**src/hw/rtl/kmst_pkg.sv**
```systemverilog
// ----------------------------------------------------------------------------
// kmst_pkg
// Shared types for the Kruskal spanning tree core: edge words, result words
// and the sequencer states.
// ----------------------------------------------------------------------------
package kmst_pkg;

  typedef struct packed {
    logic [4:0]         from_node;
    logic [4:0]         to_node;
    logic signed [15:0] weight;
    logic               last_edge;
  } kmst_in_t;

  typedef struct packed {
    logic [4:0]         out_from;
    logic [4:0]         out_to;
    logic signed [15:0] out_weight;
    logic               last_result;
    logic               none_found;
    logic               overflow;
  } kmst_out_t;

  // one stored edge word
  typedef struct packed {
    logic [4:0]         from_node;
    logic [4:0]         to_node;
    logic signed [15:0] weight;
  } kmst_edge_t;

  localparam int EDGE_W = $bits(kmst_edge_t);

  typedef enum logic [3:0] {
    ST_IDLE,
    ST_CNT,
    ST_SRT_RI,
    ST_SRT_SCAN,
    ST_SRT_WI,
    ST_SRT_WM,
    ST_INIT,
    ST_K_RD,
    ST_K_CAP,
    ST_WALK,
    ST_SZ1,
    ST_SZ2,
    ST_SZ3,
    ST_DONE
  } kmst_state_t;

endpackage

```
**src/hw/rtl/kmst_ram.sv**
```systemverilog
// ----------------------------------------------------------------------------
// kmst_ram
// Generic single write port, single read port RAM with registered read data.
// ----------------------------------------------------------------------------
module kmst_ram #(
  parameter int WIDTH = 8,
  parameter int DEPTH = 32
) (
  input  logic                     clk,
  input  logic                     we,
  input  logic [$clog2(DEPTH)-1:0] waddr,
  input  logic [WIDTH-1:0]         wdata,
  input  logic [$clog2(DEPTH)-1:0] raddr,
  output logic [WIDTH-1:0]         rdata
);

  logic [WIDTH-1:0] mem [DEPTH];

  always_ff @(posedge clk) begin
    if (we) begin
      mem[waddr] <= wdata;
    end
    rdata <= mem[raddr];
  end

endmodule

```
**src/hw/rtl/kruskal_mst_union_find_core.sv**
```systemverilog
// ----------------------------------------------------------------------------
// kruskal_mst_union_find_core
// Loads weighted edges, then selection-sorts them and runs Kruskal with
// union-find by size, emitting the spanning tree edges in weight order.
// ----------------------------------------------------------------------------
// Usage: present an edge word on in_edge with start high while busy is low;
// it is taken at that clock edge. Loading takes one edge per cycle and busy
// stays low. The word with last_edge set starts the run and busy stays high
// until the cycle in which the final result is on the ports. Edges beyond
// MAX_EDGES are dropped and the overflow bit of every result of that run is set.
// Results appear on out_result for one cycle each, marked by out_valid; the
// receiver cannot stall them. The final one carries last_result; a run with
// no accepted edge gives one word with none_found set and zero edge fields.
// A run counts the nodes over the stored edges, selection-sorts the edges,
// sweeps all MAX_NODES union-find entries to init them, then examines the
// edges in order: two root walks per edge, and for an accepted one a size
// read and merge. All steps share one edge RAM read port and the parent and
// size RAMs. Synchronous reset clears the control state; the union-find
// RAMs are not reset but are swept by the init step of each run.
// ----------------------------------------------------------------------------
module kruskal_mst_union_find_core
  import kmst_pkg::*;
#(
  parameter int MAX_EDGES = 64,
  parameter int MAX_NODES = 32
) (
  input  logic      clk,
  input  logic      rst_n,
  input  logic      start,
  output logic      busy,
  input  kmst_in_t  in_edge,
  output logic      out_valid,
  output kmst_out_t out_result
);

  localparam int AW = $clog2(MAX_EDGES);
  localparam int CW = $clog2(MAX_EDGES + 1);
  localparam int NW = $clog2(MAX_NODES);
  localparam int SW = $clog2(MAX_NODES + 1);

  // node id reduction table
  logic [NW-1:0] mod_tab [32];
  for (genvar g = 0; g < 32; g++) begin : g_mod
    assign mod_tab[g] = NW'(g % MAX_NODES);
  end

  kmst_state_t state_r, state_nxt;
  logic [CW-1:0] cnt_r, cnt_nxt, i_r, i_nxt, j_r, j_nxt;
  logic          drop_r, drop_nxt, dv_r, dv_nxt, first_r, first_nxt;
  logic [AW-1:0] didx_r, didx_nxt, m_r, m_nxt;
  kmst_edge_t    min_r, min_nxt, old_r, old_nxt, e_r, e_nxt;
  logic [MAX_NODES-1:0] seen_r, seen_nxt;
  logic [SW-1:0] nodes_r, nodes_nxt, acc_r, acc_nxt, sz1_r, sz1_nxt;
  logic [NW-1:0] k_r, k_nxt, wn_r, wn_nxt, r1_r, r1_nxt;
  logic          phase_r, phase_nxt, pend_v_r, pend_v_nxt, outv_r, outv_nxt;
  kmst_out_t     pend_r, pend_nxt, out_r, out_nxt;

  logic            e_we;
  logic [AW-1:0]   e_waddr, e_raddr;
  kmst_edge_t      e_wdata, e_rdata;
  logic            p_we, s_we;
  logic [NW-1:0]   p_waddr, p_wdata, p_raddr, p_rdata, s_waddr, s_raddr;
  logic [SW-1:0]   s_wdata, s_rdata;

  kmst_ram #(.WIDTH(EDGE_W), .DEPTH(MAX_EDGES)) u_edge_ram (
    .clk, .we(e_we), .waddr(e_waddr), .wdata(e_wdata),
    .raddr(e_raddr), .rdata(e_rdata)
  );

  kmst_ram #(.WIDTH(NW), .DEPTH(MAX_NODES)) u_parent_ram (
    .clk, .we(p_we), .waddr(p_waddr), .wdata(p_wdata),
    .raddr(p_raddr), .rdata(p_rdata)
  );

  kmst_ram #(.WIDTH(SW), .DEPTH(MAX_NODES)) u_size_ram (
    .clk, .we(s_we), .waddr(s_waddr), .wdata(s_wdata),
    .raddr(s_raddr), .rdata(s_rdata)
  );

  assign busy       = (state_r != ST_IDLE);
  assign out_valid  = outv_r;
  assign out_result = out_r;

  always_ff @(posedge clk) begin
    if (!rst_n) begin
      state_r  <= ST_IDLE;
      cnt_r    <= '0;
      drop_r   <= 1'b0;
      dv_r     <= 1'b0;
      pend_v_r <= 1'b0;
      outv_r   <= 1'b0;
      seen_r   <= '0;
    end else begin
      state_r  <= state_nxt;
      cnt_r    <= cnt_nxt;
      drop_r   <= drop_nxt;
      dv_r     <= dv_nxt;
      pend_v_r <= pend_v_nxt;
      outv_r   <= outv_nxt;
      seen_r   <= seen_nxt;
    end
  end

  always_ff @(posedge clk) begin
    i_r     <= i_nxt;
    j_r     <= j_nxt;
    first_r <= first_nxt;
    didx_r  <= didx_nxt;
    m_r     <= m_nxt;
    min_r   <= min_nxt;
    old_r   <= old_nxt;
    e_r     <= e_nxt;
    nodes_r <= nodes_nxt;
    acc_r   <= acc_nxt;
    sz1_r   <= sz1_nxt;
    k_r     <= k_nxt;
    wn_r    <= wn_nxt;
    r1_r    <= r1_nxt;
    phase_r <= phase_nxt;
    pend_r  <= pend_nxt;
    out_r   <= out_nxt;
  end

  logic [NW-1:0] fm, tm;
  logic          f_new, t_new;
  kmst_edge_t    in_word;

  always_comb begin
    state_nxt  = state_r;
    cnt_nxt    = cnt_r;
    drop_nxt   = drop_r;
    i_nxt      = i_r;
    j_nxt      = j_r;
    dv_nxt     = 1'b0;
    first_nxt  = first_r;
    didx_nxt   = didx_r;
    m_nxt      = m_r;
    min_nxt    = min_r;
    old_nxt    = old_r;
    e_nxt      = e_r;
    seen_nxt   = seen_r;
    nodes_nxt  = nodes_r;
    acc_nxt    = acc_r;
    sz1_nxt    = sz1_r;
    k_nxt      = k_r;
    wn_nxt     = wn_r;
    r1_nxt     = r1_r;
    phase_nxt  = phase_r;
    pend_v_nxt = pend_v_r;
    pend_nxt   = pend_r;
    outv_nxt   = 1'b0;
    out_nxt    = out_r;

    e_we    = 1'b0;
    e_waddr = cnt_r[AW-1:0];
    in_word = '{from_node: in_edge.from_node, to_node: in_edge.to_node,
                weight: in_edge.weight};
    e_wdata = in_word;
    e_raddr = i_r[AW-1:0];
    p_we    = 1'b0;
    p_waddr = k_r;
    p_wdata = k_r;
    p_raddr = wn_r;
    s_we    = 1'b0;
    s_waddr = k_r;
    s_wdata = SW'(1);
    s_raddr = r1_r;

    fm    = mod_tab[e_rdata.from_node];
    tm    = mod_tab[e_rdata.to_node];
    f_new = !seen_r[fm];
    t_new = !seen_r[tm] && (tm != fm);

    unique case (state_r)
      ST_IDLE: begin
        if (start) begin
          if (cnt_r < CW'(MAX_EDGES)) begin
            e_we    = 1'b1;
            cnt_nxt = cnt_r + CW'(1);
          end else begin
            drop_nxt = 1'b1;
          end
          if (in_edge.last_edge) begin
            i_nxt     = '0;
            seen_nxt  = '0;
            nodes_nxt = '0;
            state_nxt = ST_CNT;
          end
        end
      end
      ST_CNT: begin
        if (i_r < cnt_r) begin
          e_raddr = i_r[AW-1:0];
          dv_nxt  = 1'b1;
          i_nxt   = i_r + CW'(1);
        end
        if (dv_r) begin
          seen_nxt[fm] = 1'b1;
          seen_nxt[tm] = 1'b1;
          nodes_nxt    = nodes_r + SW'(f_new) + SW'(t_new);
        end else if (!(i_r < cnt_r)) begin
          i_nxt     = '0;
          state_nxt = ST_SRT_RI;
        end
      end
      ST_SRT_RI: begin
        if (i_r < cnt_r) begin
          e_raddr   = i_r[AW-1:0];
          dv_nxt    = 1'b1;
          didx_nxt  = i_r[AW-1:0];
          first_nxt = 1'b1;
          j_nxt     = i_r + CW'(1);
          state_nxt = ST_SRT_SCAN;
        end else begin
          k_nxt     = '0;
          state_nxt = ST_INIT;
        end
      end
      ST_SRT_SCAN: begin
        if (j_r < cnt_r) begin
          e_raddr  = j_r[AW-1:0];
          dv_nxt   = 1'b1;
          didx_nxt = j_r[AW-1:0];
          j_nxt    = j_r + CW'(1);
        end
        if (dv_r) begin
          if (first_r) begin
            min_nxt   = e_rdata;
            old_nxt   = e_rdata;
            m_nxt     = didx_r;
            first_nxt = 1'b0;
          end else if ($signed(e_rdata.weight) < $signed(min_r.weight)) begin
            min_nxt = e_rdata;
            m_nxt   = didx_r;
          end
        end else begin
          state_nxt = ST_SRT_WI;
        end
      end
      ST_SRT_WI: begin
        e_we      = 1'b1;
        e_waddr   = i_r[AW-1:0];
        e_wdata   = min_r;
        state_nxt = ST_SRT_WM;
      end
      ST_SRT_WM: begin
        e_we      = 1'b1;
        e_waddr   = m_r;
        e_wdata   = old_r;
        i_nxt     = i_r + CW'(1);
        state_nxt = ST_SRT_RI;
      end
      ST_INIT: begin
        p_we    = 1'b1;
        s_we    = 1'b1;
        k_nxt   = k_r + NW'(1);
        if (k_r == NW'(MAX_NODES - 1)) begin
          i_nxt      = '0;
          acc_nxt    = '0;
          pend_v_nxt = 1'b0;
          state_nxt  = ST_K_RD;
        end
      end
      ST_K_RD: begin
        if ((i_r < cnt_r) && ({1'b0, acc_r} + (SW + 1)'(1) < {1'b0, nodes_r})) begin
          e_raddr   = i_r[AW-1:0];
          state_nxt = ST_K_CAP;
        end else begin
          state_nxt = ST_DONE;
        end
      end
      ST_K_CAP: begin
        e_nxt     = e_rdata;
        wn_nxt    = fm;
        p_raddr   = fm;
        phase_nxt = 1'b0;
        state_nxt = ST_WALK;
      end
      ST_WALK: begin
        if (p_rdata != wn_r) begin
          // climb one level
          wn_nxt  = p_rdata;
          p_raddr = p_rdata;
        end else if (!phase_r) begin
          r1_nxt    = wn_r;
          wn_nxt    = mod_tab[e_r.to_node];
          p_raddr   = mod_tab[e_r.to_node];
          phase_nxt = 1'b1;
        end else if (wn_r == r1_r) begin
          i_nxt     = i_r + CW'(1);
          state_nxt = ST_K_RD;
        end else begin
          state_nxt = ST_SZ1;
        end
      end
      ST_SZ1: begin
        s_raddr   = r1_r;
        state_nxt = ST_SZ2;
      end
      ST_SZ2: begin
        s_raddr   = wn_r;
        state_nxt = ST_SZ3;
      end
      ST_SZ3: begin
        state_nxt = ST_K_RD;
        // sizes: r1 captured last cycle in sz1_r, r2 on the read port now
        p_we    = 1'b1;
        s_we    = 1'b1;
        s_wdata = sz1_r + s_rdata;
        if (sz1_r >= s_rdata) begin
          p_waddr = wn_r;
          p_wdata = r1_r;
          s_waddr = r1_r;
        end else begin
          p_waddr = r1_r;
          p_wdata = wn_r;
          s_waddr = wn_r;
        end
        if (pend_v_r) begin
          outv_nxt = 1'b1;
          out_nxt  = pend_r;
        end
        pend_v_nxt = 1'b1;
        pend_nxt   = '{out_from: e_r.from_node, out_to: e_r.to_node,
                       out_weight: e_r.weight, last_result: 1'b0,
                       none_found: 1'b0, overflow: drop_r};
        acc_nxt    = acc_r + SW'(1);
        i_nxt      = i_r + CW'(1);
      end
      ST_DONE: begin
        outv_nxt = 1'b1;
        if (pend_v_r) begin
          out_nxt             = pend_r;
          out_nxt.last_result = 1'b1;
        end else begin
          out_nxt = '{out_from: '0, out_to: '0, out_weight: '0,
                      last_result: 1'b1, none_found: 1'b1, overflow: drop_r};
        end
        pend_v_nxt = 1'b0;
        cnt_nxt    = '0;
        drop_nxt   = 1'b0;
        state_nxt  = ST_IDLE;
      end
      default: state_nxt = ST_IDLE;
    endcase

    // capture size of r1 as it comes off the read port
    if (state_r == ST_SZ2) begin
      sz1_nxt = s_rdata;
    end
  end

  // a run always ends with exactly one final word, on the ports in the cycle busy drops
  a_end_word: assert property (@(posedge clk) disable iff (!rst_n)
    $fell(busy) |-> (out_valid && out_result.last_result))
    else $error("run ended without final result word");

  // no new input while computing, so a final word never overlaps a run
  a_final_idle: assert property (@(posedge clk) disable iff (!rst_n)
    (out_valid && out_result.last_result) |-> !busy)
    else $error("final result while still busy");

  // accepted edges never reach the node count
  a_acc_bound: assert property (@(posedge clk) disable iff (!rst_n)
    (state_r == ST_K_CAP) |-> (acc_r < nodes_r))
    else $error("edge examined after tree complete");

  // the edge count never exceeds capacity
  a_cnt_bound: assert property (@(posedge clk) disable iff (!rst_n)
    cnt_r <= CW'(MAX_EDGES))
    else $error("edge count beyond capacity");

endmodule
```
**config.mk**
```make
export PLATFORM = sky130hd
export DESIGN_NAME = kruskal_mst_union_find_core
export DESIGN_NICKNAME = d
export VERILOG_FILES = /design/src/hw/rtl/kmst_pkg.sv /design/src/hw/rtl/kmst_ram.sv /design/src/hw/rtl/kruskal_mst_union_find_core.sv
export SDC_FILE = /design/constraint.sdc
export NUM_CORES = 2
export LEC_CHECK = 0
export BUFFER_PORTS_ARGS = -buffer_cell sky130_fd_sc_hd__buf_2
export CAP_MARGIN = 20
export CORE_ASPECT_RATIO = 1.4
export CORE_UTILIZATION = 60
export CTS_BUF_LIST = sky130_fd_sc_hd__clkbuf_4 sky130_fd_sc_hd__clkbuf_8
export CTS_CLUSTER_DIAMETER = 80
export DETAILED_ROUTE_END_ITERATION = 10
export GPL_TIMING_DRIVEN = 0
export PLACE_DENSITY = 0.8
export SLEW_MARGIN = 5
export SYNTH_ARGS = -nofsm -noshare
export SYNTH_HDL_FRONTEND = slang
export SYNTH_HIERARCHICAL = 1
export SYNTH_SLANG_ARGS = --single-unit
```
**constraint.sdc**
```tcl
create_clock -name clk -period 9.9 [get_ports clk]
set_input_delay 2.475 -clock clk [delete_from_list [all_inputs] [get_ports clk]]
set_output_delay 2.475 -clock clk [all_outputs]
set_load 0.01 [all_outputs]
```
==> results.yml <==
sta:
  tightest_slew_ns: 1.28
  final.setup_skew_ns: 0.0720
  fin_crit_sh_pct: 62.6
  relSlewSlack_pct: 14.4
  final_hold_viol_count: 0
  post-route-min-period_ns: 6.20
  rsz0062_at_grt: "false"
  final-max-slew-violation-count: 0
  fmax_ghz: 0.161
  fin_ws_ns: 3.70
  setup_violations: 0
  hold_ws_ns: 0.418
  fin_tns_setup_ns: 0
die:
  die_h_um: 461
  core_area_um2: 149000
  die_width_um: 330
  row_count: 168
  start_util_pct: 60.4
  die_area_um2: 152000
  ios: 61
route:
  post_drt_wl_per_cell_um: 32.5
  drtAntennaViolNets: 0
  routed-wl-met2_um: 114000
  highest_layer: "met5"
  via_count: 48805
  wl_met1_um: 74900
  wl_um: 234000
  drt-initial-drc-count: 7043
  drc: 0
  viasPerCell: 6.78
  dr_wl_met3_um: 26300
  drt_first_pass_iters: 7
power:
  finalPower_mw: 24.9
  ir_worst_vdd_mv: 0.169
  power_density_nw_per_um2: 244
  leakage_nw: 33.2
placed_design:
  placed_cells: 6625
  place_area_um2: 95800
  globalplace.congestion: 1.02
  post-place-ws_ns: 3.99
  hpwl_um: 159000
  numPortBuffers: 60
cells_and_area:
  final_area_um2: 102000
  utilization_pct: 68.4
  n_fill_cell: 8555
  final_net_count: 5089
  final_cell_count_no_fill: 7196
  drive_gt1_share_pct: 28.4
  syn2layout_area_growth_pct: 13.2
worst_setup_path:
  setup.worst_path.end_class: "register"
  crit_required_ns: 10.87
  startpoint: "state_r[3]"
  critPathMaxFanout: 10
  path_class: "register to register"
  timing.rr.start: "state_r[3]"
  start_kind: "register"
  arrival_ns: 7.17
cts:
  cts_buffers: 331
  post_cts_resized: 0
  cts_hold_buf: 0
  cts_tree: "built"
  cts.sinks: 2295
  clk-insertion-delay-late_ns: 1.05
  clk_pin_slew_ns: 0.07
  clockRootBuffer: "clkbuf_8"
  htree_levels: 5
  postCtsSetupRepairBufs: 0
  clockBufferDepth: 4
run_status:
  status: "complete, no violations"
synth:
  synth_cell_types: 73
  async_reset_ff_share_pct: 0
  syn_nets: 4583
  syn_avg_cell_area_um2: 20.1
  netlist_instances: 4500
  synth_area_um2: 90300
  synth-edff-count: 2206
  synth_compound_area_share_pct: 3.54
  synth_mux_area_share_pct: 14.9
  synth-xor-area-share_pct: 0.417
  synthAdderAreaFrac_pct: 0.751
  ys_seq_elements: 2295
  ys_seq_area_share_pct: 75.3
  synth-simple-area-share_pct: 3.35
  ys.warnings.count: 6
  synth_top_family_by_area: "multiplexers"
  synth_ff_type: "edfxtp_1"
min_path:
  min_from: "didx_r[1]"
  hold_class: "register to register"
grt:
  overflow: 0
  grt_pass1_wl_um: 331000
  grt_antenna_before_repair: 12
  groute.usage.overall_pct: 31.0
  grt_pass1_vias: 49043
  grt_max_degree: 65
flow_run:
  cap_violations: 0
==> cell usage after synthesis (22+ instances only) <==
master | count | area (um^2)
nand3_1 | 52 | 260
buf_1 | 23 | 86.3
xnor2_1 | 25 | 219
nor2b_1 | 43 | 269
nand3b_1 | 30 | 225
o21ai_0 | 46 | 230
mux2i_1 | 106 | 1060
a21oi_1 | 81 | 405
ha_1 | 51 | 638
a22oi_1 | 32 | 240
o22ai_1 | 97 | 607
mux4_2 | 511 | 11500
and3_1 | 32 | 200
edfxtp_1 | 2206 | 66200
nand2_1 | 113 | 424
inv_1 | 83 | 312
o21a_1 | 22 | 165
a221oi_1 | 61 | 534
dfxtp_1 | 89 | 1780
a222oi_1 | 32 | 320
mux2_2 | 70 | 788
clkbuf_1 | 119 | 447
buf_2 | 58 | 290
nor2_1 | 233 | 875
buf_4 | 31 | 233
==> cell type report <==
class	count	area, um^2	share of cell area [%]
antenna	5	12.5	0.0122
buffer	247	1240	1.21
clock buffer	441	5480	5.36
clock inverter	122	878	0.859
inverter	85	319	0.312
multi-input combinational	1873	21300	20.8
sequential	2295	68000	66.6
tap	1955	2450	2.39
timing repair buffer	173	2530	2.48
==> registers in the layout (all words and copies together) (netlist names), 6 cells and up <==
register and count:
didx_r 6, u_edge_ram/mem 1664, cnt_r 7, m_r 6
nodes_r 6, out_result 29, min_r 26, seen_r 32
u_size_ram/mem 192, u_parent_ram/mem 160, i_r 7, sz1_r 6
pend_r 27, acc_r 6, u_size_ram/rdata 6, u_edge_ram/rdata 26
old_r 26, j_r 7, e_r 26
==> worst max-delay path, cell delays in order (launching register included) <==
cell	delay, ns
dfxtp_1	0.39
nor2_4	0.25
nand2_2	0.13
nor2_4	0.15
inv_2	0.09
a211o_1	0.27
a31o_1	0.19
buf_6	0.15
mux2_4	0.28
clkbuf_1	0.83
inv_1	0.13
clkbuf_1	0.49
nor2_1	0.93
buf_2	0.41
a21oi_1	0.16
a31oi_1	0.95
o21a_1	0.30
==> worst paths after layout <==
path	slack, ns	end	depth (start not counted)
setup / recovery	3.70	u_edge_ram/rdata[15]	16
hold / removal	0.42	m_r[1]	0
setup reg to reg	3.70	u_edge_ram/rdata[15]	16
hold reg to reg	0.42	m_r[1]	0
==> logic make-up (layout without fill, tap and decap cells) <==
kind of cell               after synthesis  after routing
AOI/OAI and AO/OA                      462            462
xor gates and xnor gates                43             43
adders and majority gates               53             53
buffers and inverters                  332           1068
DFF                                   2295           2295
muxes                                  693            693
other                                    0              5
and+or+nand+nor                        622            622
==> cells in the final DEF (no fill, tap or decap), types with 30 or more instances in the layout <==
master,n
edfxtp_1,2206
mux4_2,511
clkbuf_8,347
nor2_1,167
buf_2,121
clkbuf_1,118
nand2_1,113
mux2i_1,106
o22ai_1,97
clkbuf_4,95
dfxtp_1,89
a21oi_1,78
clkinv_1,77
mux2_2,70
nor2_4,66
a221oi_1,61
inv_1,57
buf_12,53
nand3_1,52
ha_1,51
o21ai_0,46
nor2b_1,43
buf_4,37
a222oi_1,32
and3_1,32
a22oi_1,32
buf_16,32
nand3b_1,30
==> where the power goes <==
group / switching, mW / total, mW / internal [mW]
logic: 4.02 / 6.33 / 2.31
clock network: 3.43 / 7.35 / 3.92
registers: 0.204 / 11.2 / 11.0
==> layer usage <==
metal | vias up | track usage, %
met4 | 12 | 20.2
met5 | - | 0
li1 | 19625 | -
met2 | 3659 | 50.7
met1 | 24659 | 36.7
met3 | 850 | 7.66
Note: power is estimated with default switching activity, not from simulation.
